<file path="config.mk">
export PLATFORM = sky130hd
export DESIGN_NAME = accumulator_vm_execute
export DESIGN_NICKNAME = d
export VERILOG_FILES = /design/src/rtl/avmx_pkg.sv /design/src/rtl/accumulator_vm_execute.sv
export SDC_FILE = /design/constraint.sdc
export NUM_CORES = 2
export LEC_CHECK = 0
export ABC_AREA = 1
export BUFFER_PORTS_ARGS = -buffer_cell sky130_fd_sc_hd__buf_2
export CAP_MARGIN = 10
export CELL_PAD_IN_SITES_DETAIL_PLACEMENT = 1
export CELL_PAD_IN_SITES_GLOBAL_PLACEMENT = 2
export CORE_ASPECT_RATIO = 1.2
export CORE_MARGIN = 2
export CORE_UTILIZATION = 46
export CTS_BUF_LIST = sky130_fd_sc_hd__clkbuf_4 sky130_fd_sc_hd__clkbuf_8
export CTS_CLUSTER_SIZE = 8
export DETAILED_ROUTE_END_ITERATION = 10
export GPL_TIMING_DRIVEN = 0
export PLACE_DENSITY = 0.93
export SLEW_MARGIN = 15
export SYNTH_ARGS = -nofsm -noshare
export SYNTH_HDL_FRONTEND = slang
export SYNTH_SLANG_ARGS = --single-unit
</file>
<file path="constraint.sdc">
create_clock -name clock -period 19 [get_ports clock]
set_clock_uncertainty 0.2 [all_clocks]
set_input_delay 3.8 -clock clock [delete_from_list [all_inputs] [get_ports clock]]
set_output_delay 3.8 -clock clock [all_outputs]
set_load 0.01 [all_outputs]
</file>
<file path="src/rtl/avmx_pkg.sv">
package avmx_pkg;

   localparam int ACTION_W = 4;
   localparam int WORD_W   = 64;
   localparam int INDEX_W  = 3;
   localparam int BLOCK_W  = 6;

   // request payload: 86 bits of fields, padded to 11 bytes
   localparam int REQ_FIELDS_W = ACTION_W + WORD_W + 2 * INDEX_W + 2 * BLOCK_W;
   localparam int REQ_DATA_W   = ((REQ_FIELDS_W + 7) / 8) * 8;

   // response payload: 73 bits of fields, padded to 10 bytes
   localparam int RSP_FIELDS_W = WORD_W + 1 + BLOCK_W + 1 + 1;
   localparam int RSP_DATA_W   = ((RSP_FIELDS_W + 7) / 8) * 8;

   typedef enum logic [ACTION_W-1:0] {
      OP_EXIT     = 4'd0,
      OP_LOADIMM  = 4'd1,
      OP_LOAD     = 4'd2,
      OP_STORE    = 4'd3,
      OP_SETLOCAL = 4'd4,
      OP_GETLOCAL = 4'd5,
      OP_INC      = 4'd6,
      OP_JUMP     = 4'd7,
      OP_JUMPCOND = 4'd8,
      OP_LESSTHAN = 4'd9
   } opcode_type;

   typedef struct packed {
      logic [BLOCK_W-1:0]  zero_block;
      logic [BLOCK_W-1:0]  taken_block;
      logic [INDEX_W-1:0]  local_index;
      logic [INDEX_W-1:0]  reg_index;
      logic [WORD_W-1:0]   immediate;
      logic [ACTION_W-1:0] action;
   } req_type;

   typedef struct packed {
      logic                bad_opcode;
      logic                halt;
      logic [BLOCK_W-1:0]  next_block;
      logic                redirect;
      logic [WORD_W-1:0]   accumulator;
   } rsp_type;

endpackage

</file>
<file path="src/rtl/accumulator_vm_execute.sv">
// Execute stage of a small accumulator machine. Each request on req_ is one
// decoded instruction; each produces exactly one response on rsp_ carrying the
// accumulator (register 0) after the instruction, a redirect flag and target
// block for jumps, a halt flag for exit and a flag for an unknown opcode. The
// register file and the local slots live in flip-flops and are cleared by
// reset. An instruction first sits in the input register, where its
// register-file read, 64-bit increment or compare and state write all happen,
// then in the response register: one instruction per cycle sustained as long
// as rsp_tready stays high. The next instruction sees the state left by
// the previous one with no bubble. A register or local index beyond the
// configured count reads as zero and ignores writes; jump targets are taken
// modulo MAX_BLOCKS.
module accumulator_vm_execute #(
   parameter int NUM_REGS   = 8,
   parameter int NUM_LOCALS = 8,
   parameter int MAX_BLOCKS = 64
) (
   input  logic                           clock,
   input  logic                           reset,
   input  logic                           req_tvalid,
   output logic                           req_tready,
   // low to high: action[4], immediate[64], reg_index[3], local_index[3],
   // taken_block[6], zero_block[6], zero pad
   input  logic [avmx_pkg::REQ_DATA_W-1:0] req_tdata,
   output logic                           rsp_tvalid,
   input  logic                           rsp_tready,
   // low to high: accumulator[64], redirect[1], next_block[6], halt[1],
   // bad_opcode[1], zero pad
   output logic [avmx_pkg::RSP_DATA_W-1:0] rsp_tdata
);

   // only indexes 0..7 are reachable through the 3-bit fields
   localparam int REG_DEPTH = (NUM_REGS < 8) ? NUM_REGS : 8;
   localparam int LOC_DEPTH = (NUM_LOCALS < 8) ? NUM_LOCALS : 8;
   localparam int RIDX_W    = (REG_DEPTH > 1) ? $clog2(REG_DEPTH) : 1;
   localparam int LIDX_W    = (LOC_DEPTH > 1) ? $clog2(LOC_DEPTH) : 1;
   localparam int NUM_TGT   = 1 << avmx_pkg::BLOCK_W;

   // input stage
   logic              req_valid_ff;
   avmx_pkg::req_type req_ff;
   // response stage
   logic              rsp_valid_ff;
   avmx_pkg::rsp_type rsp_ff, rsp_in;

   // machine state
   logic [avmx_pkg::WORD_W-1:0] regs_ff [REG_DEPTH];
   logic [avmx_pkg::WORD_W-1:0] locals_ff [LOC_DEPTH];

   // jump target table, target modulo MAX_BLOCKS folded at elaboration
   logic [avmx_pkg::BLOCK_W-1:0] blk_tbl [NUM_TGT];
   for (genvar k = 0; k < NUM_TGT; k++) begin : g_blk
      assign blk_tbl[k] = avmx_pkg::BLOCK_W'(k % MAX_BLOCKS);
   end

   logic                           exec;
   logic                           reg_ok, loc_ok;
   logic [RIDX_W-1:0]              ridx;
   logic [LIDX_W-1:0]              lidx;
   logic [avmx_pkg::WORD_W-1:0]    acc, reg_rd, loc_rd, acc_in;
   logic                           reg_we, loc_we, acc_we;
   logic [avmx_pkg::BLOCK_W-1:0]   tgt;
   avmx_pkg::opcode_type           op;

   // the instruction in the input register executes when the response
   // register is free or is being emptied this cycle
   assign exec       = req_valid_ff && (!rsp_valid_ff || rsp_tready);
   assign req_tready = !req_valid_ff || exec;

   assign op     = avmx_pkg::opcode_type'(req_ff.action);
   assign reg_ok = 32'(req_ff.reg_index) < NUM_REGS;
   assign loc_ok = 32'(req_ff.local_index) < NUM_LOCALS;
   assign ridx   = req_ff.reg_index[RIDX_W-1:0];
   assign lidx   = req_ff.local_index[LIDX_W-1:0];
   assign acc    = regs_ff[0];
   assign reg_rd = reg_ok ? regs_ff[ridx] : '0;
   assign loc_rd = loc_ok ? locals_ff[lidx] : '0;

   always_comb begin
      acc_in  = acc;
      reg_we  = 1'b0;
      loc_we  = 1'b0;
      tgt     = '0;
      rsp_in  = '0;
      unique case (op)
         avmx_pkg::OP_EXIT: begin
            rsp_in.halt = 1'b1;
         end
         avmx_pkg::OP_LOADIMM: begin
            acc_in = req_ff.immediate;
         end
         avmx_pkg::OP_LOAD: begin
            acc_in = reg_rd;
         end
         avmx_pkg::OP_STORE: begin
            reg_we = reg_ok;
         end
         avmx_pkg::OP_SETLOCAL: begin
            loc_we = loc_ok;
         end
         avmx_pkg::OP_GETLOCAL: begin
            acc_in = loc_rd;
         end
         avmx_pkg::OP_INC: begin
            acc_in = acc + avmx_pkg::WORD_W'(1);
         end
         avmx_pkg::OP_JUMP: begin
            rsp_in.redirect = 1'b1;
            tgt             = req_ff.taken_block;
         end
         avmx_pkg::OP_JUMPCOND: begin
            rsp_in.redirect = 1'b1;
            tgt             = (acc != '0) ? req_ff.taken_block : req_ff.zero_block;
         end
         avmx_pkg::OP_LESSTHAN: begin
            acc_in = {{(avmx_pkg::WORD_W-1){1'b0}}, (reg_rd < acc)};
         end
         default: begin
            rsp_in.bad_opcode = 1'b1;
         end
      endcase
      rsp_in.next_block  = rsp_in.redirect ? blk_tbl[tgt] : '0;
      // a store leaves register 0 alone, even a store to register 0
      rsp_in.accumulator = reg_we ? acc : acc_in;
   end

   assign acc_we = exec && !reg_we && (op != avmx_pkg::OP_STORE);

   always_ff @(posedge clock) begin
      if (reset) begin
         req_valid_ff <= 1'b0;
         rsp_valid_ff <= 1'b0;
         for (int i = 0; i < REG_DEPTH; i++) begin
            regs_ff[i] <= '0;
         end
         for (int i = 0; i < LOC_DEPTH; i++) begin
            locals_ff[i] <= '0;
         end
      end else begin
         if (req_tready) begin
            req_valid_ff <= req_tvalid;
         end
         if (exec) begin
            rsp_valid_ff <= 1'b1;
         end else if (rsp_tready) begin
            rsp_valid_ff <= 1'b0;
         end
         if (acc_we) begin
            regs_ff[0] <= acc_in;
         end
         if (exec && reg_we && (ridx != '0)) begin
            regs_ff[ridx] <= acc;
         end
         if (exec && loc_we) begin
            locals_ff[lidx] <= acc;
         end
      end
   end

   // payload registers
   always_ff @(posedge clock) begin
      if (req_tready && req_tvalid) begin
         req_ff <= req_tdata[avmx_pkg::REQ_FIELDS_W-1:0];
      end
      if (exec) begin
         rsp_ff <= rsp_in;
      end
   end

   assign rsp_tvalid = rsp_valid_ff;
   assign rsp_tdata  = avmx_pkg::RSP_DATA_W'(rsp_ff);

   // an executed instruction always lands in the response register
   a_exec_to_rsp: assert property (@(posedge clock) disable iff (reset)
      exec |=> rsp_valid_ff)
      else $error("executed instruction produced no response");

   // a store never changes the accumulator
   a_store_keeps_acc: assert property (@(posedge clock) disable iff (reset)
      (exec && op == avmx_pkg::OP_STORE) |=> (regs_ff[0] == $past(regs_ff[0])))
      else $error("store changed register 0");

   // next_block is zero unless a redirect is reported
   a_no_redirect_zero: assert property (@(posedge clock) disable iff (reset)
      (rsp_valid_ff && !rsp_ff.redirect) |-> (rsp_ff.next_block == '0))
      else $error("next_block set without redirect");

   // response accumulator matches register 0 right after execution
   a_acc_matches: assert property (@(posedge clock) disable iff (reset)
      exec |=> (rsp_ff.accumulator == regs_ff[0]))
      else $error("reported accumulator differs from register 0");

endmodule
</file>
==> metrics.md <==
| Metric | Value |
|---|---|
| Share of layout cells above drive strength 1 | 10.6% |
| CP max stage delay | 170 ps |
| Met1 Use GR | 48.7% |
| P per Cell Area | 99.5 nW/um^2 |
| HPWL Detailed | between 150 and 200 mm |
| I/O Buffers | 164 |
| Final hold vios | 0 |
| Std cell rows | 139 |
| Post-CTS Setup Bufs | 0 |
| GR peak layer | met2 |
| Type of destination of the critical path | primary output |
| Critical path class | in2out |
| Drt wl/cell | 33.3 um |
| Synth top area share | 64.6% |
| Fin worst setup slack | approximately 11000 ps |
| Slew Viols, Final | 0 |
| Cells after DPL | 7150 |
| Reg-to-Reg End | rsp_tdata[0] |
| Total gr overflow | 0 |
| CP max stage cell | buf_2 |
| Dominant combinational cell family by area after synthesis | simple AND/OR/NAND/NOR gates |
| Clock Sinks | 1191 |
| Clock buffer depth | 3 |
| Worst-path cell chain | buf_2 -> inv_1 -> nand3_1 -> buf_2 |
| CP Buf/Inv Count | 3 |
| Count leader, synth | nor2_1 |
| Setup WS pre-CTS | approximately 11000 ps |
| Hold WS | 334 ps |
| GR Util met2 | 64.9% |
| Max_slew headroom | 13.8% |
| CTS H-Tree Depth | 4 |
| Synthesized flop and latch total | 1191 |
| Clock-pin slew on the worst setup and hold paths | 60 ps |
| CP Max Fanout | 3 |
| Fmax | around 120 MHz |
| CP dominant cell by count | buf_2 |
| Chip Width | between 300 and 400 um |
| Total track usage | 40.3% |
| Gpl congestion | 0.981 |
| Leakage | around 22 nW |
| Worst-skew pair later-pin latency | around 960 ps |
| Post-Synth Simple-Gate Area | 17.0% |
| Min-Delay Path Depth | 2 |
| Starting Density | 46.2% |
| Pint | 4.40 mW |
| Final Cycle Share | 43.3% |
| Initial antenna violation count | 9 |
| Family with the most delay on the worst path | buffers and inverters |
| Crit path time final | 8230 ps |
| Post-synthesis cell area | 55000 um^2 |
| Largest net degree at the start of global routing | 57 |
| Async SR Flop Fraction | 0% |
| Hold path start | rsp_tvalid |
| Post-synth top area cell | edfxtp_1 |
| ANT nets after route | 0 |
| Mux cell area share after synthesis | 0% |
| Global-route wire length before repair | 346 mm |
| Synth cell types | about 50 |
| Least-Margin Pin Slew | 1290 ps |
| Sequential area share after synthesis | about 65% |
| Clk pwr share | between 30% and 40% |
| Max Cap Viol | 0 |
| Combinational share of power | 13.5% |
| Sequential share of power | 49.1% |
| # DRC | 0 |
| Post-Synth Adder-Cell Area | 1.48% |
| Synth warn | 0 |
| DR vias/cell | 6.35 |
| Total Wirelength | 250 mm |
| XOR/XNOR Fraction of Synth Area | 0.0796% |
| CTS tree | done |
| Number of synthesized flops with an enable pin | 1183 |
| Drt pass-1 iters | 6 |
| Critical path depth in cells | 4 |
| Area delta synth->final | 13.4% |
| CP Launch Type | input port |
| Vias in the first global route | 48400 |
| Placeable Area | 119000 um^2 |
| Power, Total | just over 6 mW |
| Outcome | finished, final reports clean |
| Synth Area in Compound Gates | 12.0% |
| CTS root buffer | clkbuf_8 |
| DRT iter0 DRCs | 6283 |
| Avg Inst Size Synth | ~10 um^2 |
| Nets | approximately 6000 |
| Setup TNS | 0 ps |
| Hold-critical path endpoint | rsp_tvalid |
| Max IR drop VDD | 0.0729 mV |
| Post-synth top cells | nor2_1 (1632), edfxtp_1 (1183), o21ai_0 (650) |
| CTS Buf Count | 195 |
| Most common flop cell mapped by yosys | edfxtp_1 |
| Die H | 383 um |
| RSZ-0062 raised after global routing | false |
| Final non-filler cell total | approximately 7500 |
| Psw | about 1.8 mW |
| Worst hold path class | reg2reg |
| Reg-to-reg setup timing slack | 13690 ps |
| Worst endpoint required time | 15000 ps |
| Vias | 47600 |
| R2r worst-path depth | 19 |
| Crit path DAT | 4230 ps |
| Num ports | 174 |
| CTS resizes | 0 |
| # hold bufs at CTS | 0 |
| Setup-failing EPs final | 0 |
| Post-Syn Instances | approximately 5400 |
| Die ar. | 122000 um^2 |
| GR Util met3 | around 7.9% |
| Sw Share | 29.1% |
| Leading post-synthesis cells by cell area | edfxtp_1 (65%), nor2_1 (11%), o21ai_0 (5.9%) |
per-layer routing:
metal / routed length, um / up-vias / part of all wire [%]
met5: 28 / - / 0.011
met4: 20300 / 4 / 8.1
met3: 24400 / 892 / 9.8
met2: 116000 / 3059 / 47
met1: 88800 / 23900 / 36
li1: - / 19800 / -
worst max-delay path by stage:
| stage | start | endpoint |
|---|---|---|
| 2_1_floorplan | rsp_tready | regs_ff[0][0] |
| 3_3_place_gp | rsp_tready | regs_ff[0][38] |
| 3_5_place_dp | rsp_tready | locals_ff[5][26] |
| 4_1_cts | rsp_tready | req_tready |
| 5_1_grt | rsp_tready | req_tready |
| 6_report | rsp_tready | req_tready |
layout by cell type (no fill, tap or decap), drive strengths merged, types with 65 or more instances in the layout:
master	instances
ha	65
inv	149
a21oi	177
o21ai	670
nand3	117
buf	312
edfxtp	1183
nor2	1648
nand2	417
clkinv	77
o22ai	139
clkbuf	623
metrics by stage:
step	util, %	area, um^2
3_5_place_dp	49.1	58500
4_1_cts	52.3	62400
6_report	52.4	62400
5_1_grt	52.4	62400
3_3_place_gp	48.5	57800
2_1_floorplan	-	55000
power by group through the flow:
stage               Clock (mW)  Combinational [mW]  Sequential [mW]
CTS                       2.31               0.809             3.05
detailed placement           0               0.805             3.10
global placement             0               0.767             3.11
global route              2.41               0.872             3.05
finish                    2.32               0.841             3.05
floorplan                    0               0.407             3.09
state kept, by name (all words and copies together), names as in the netlist, named ones only:
register and count:
locals_ff 512, regs_ff 512, req_ff 76, rsp_tdata 73, op 4, lidx 3, ridx 3, req_valid_ff 1
rsp_tvalid 1
cell type report:
cell class | instances | area (um^2)
multi-input cells | 3584 | 17000
well taps | 1551 | 1940
plain buffers | 469 | 1870
inverters | 169 | 637
clock inverters | 67 | 492
repair buffers | 186 | 1360
fillers | 13200 | 56800
flip-flops and latches | 1191 | 35700
diodes | 5 | 12.5
clock buffers | 280 | 3390
logic make-up after synthesis:
kind of cell,Yosys count
adder cells (fa/ha/maj),65
flip-flops,1191
AND/OR/NAND/NOR,2330
AO/OA/AOI/OAI,1177
buffers and inverters,638
other,1
XOR/XNOR,5
worst register-to-register path, stage by stage, from the launching register on:
cell	delay (ps)
dfxtp_1	490
inv_2	210
buf_2	340
buf_4	300
clkbuf_1	780
a21oi_1	210
o21ai_0	120
o21ai_0	120
nand2_1	70
nand2_1	120
ha_1	310
nand4_1	130
nor3_1	340
nand2_1	130
nor4_1	590
nand2_1	110
nand2_1	80
nand2_1	50
nand2_1	90
nand2_1	180
(Power assumes the default switching activity.)
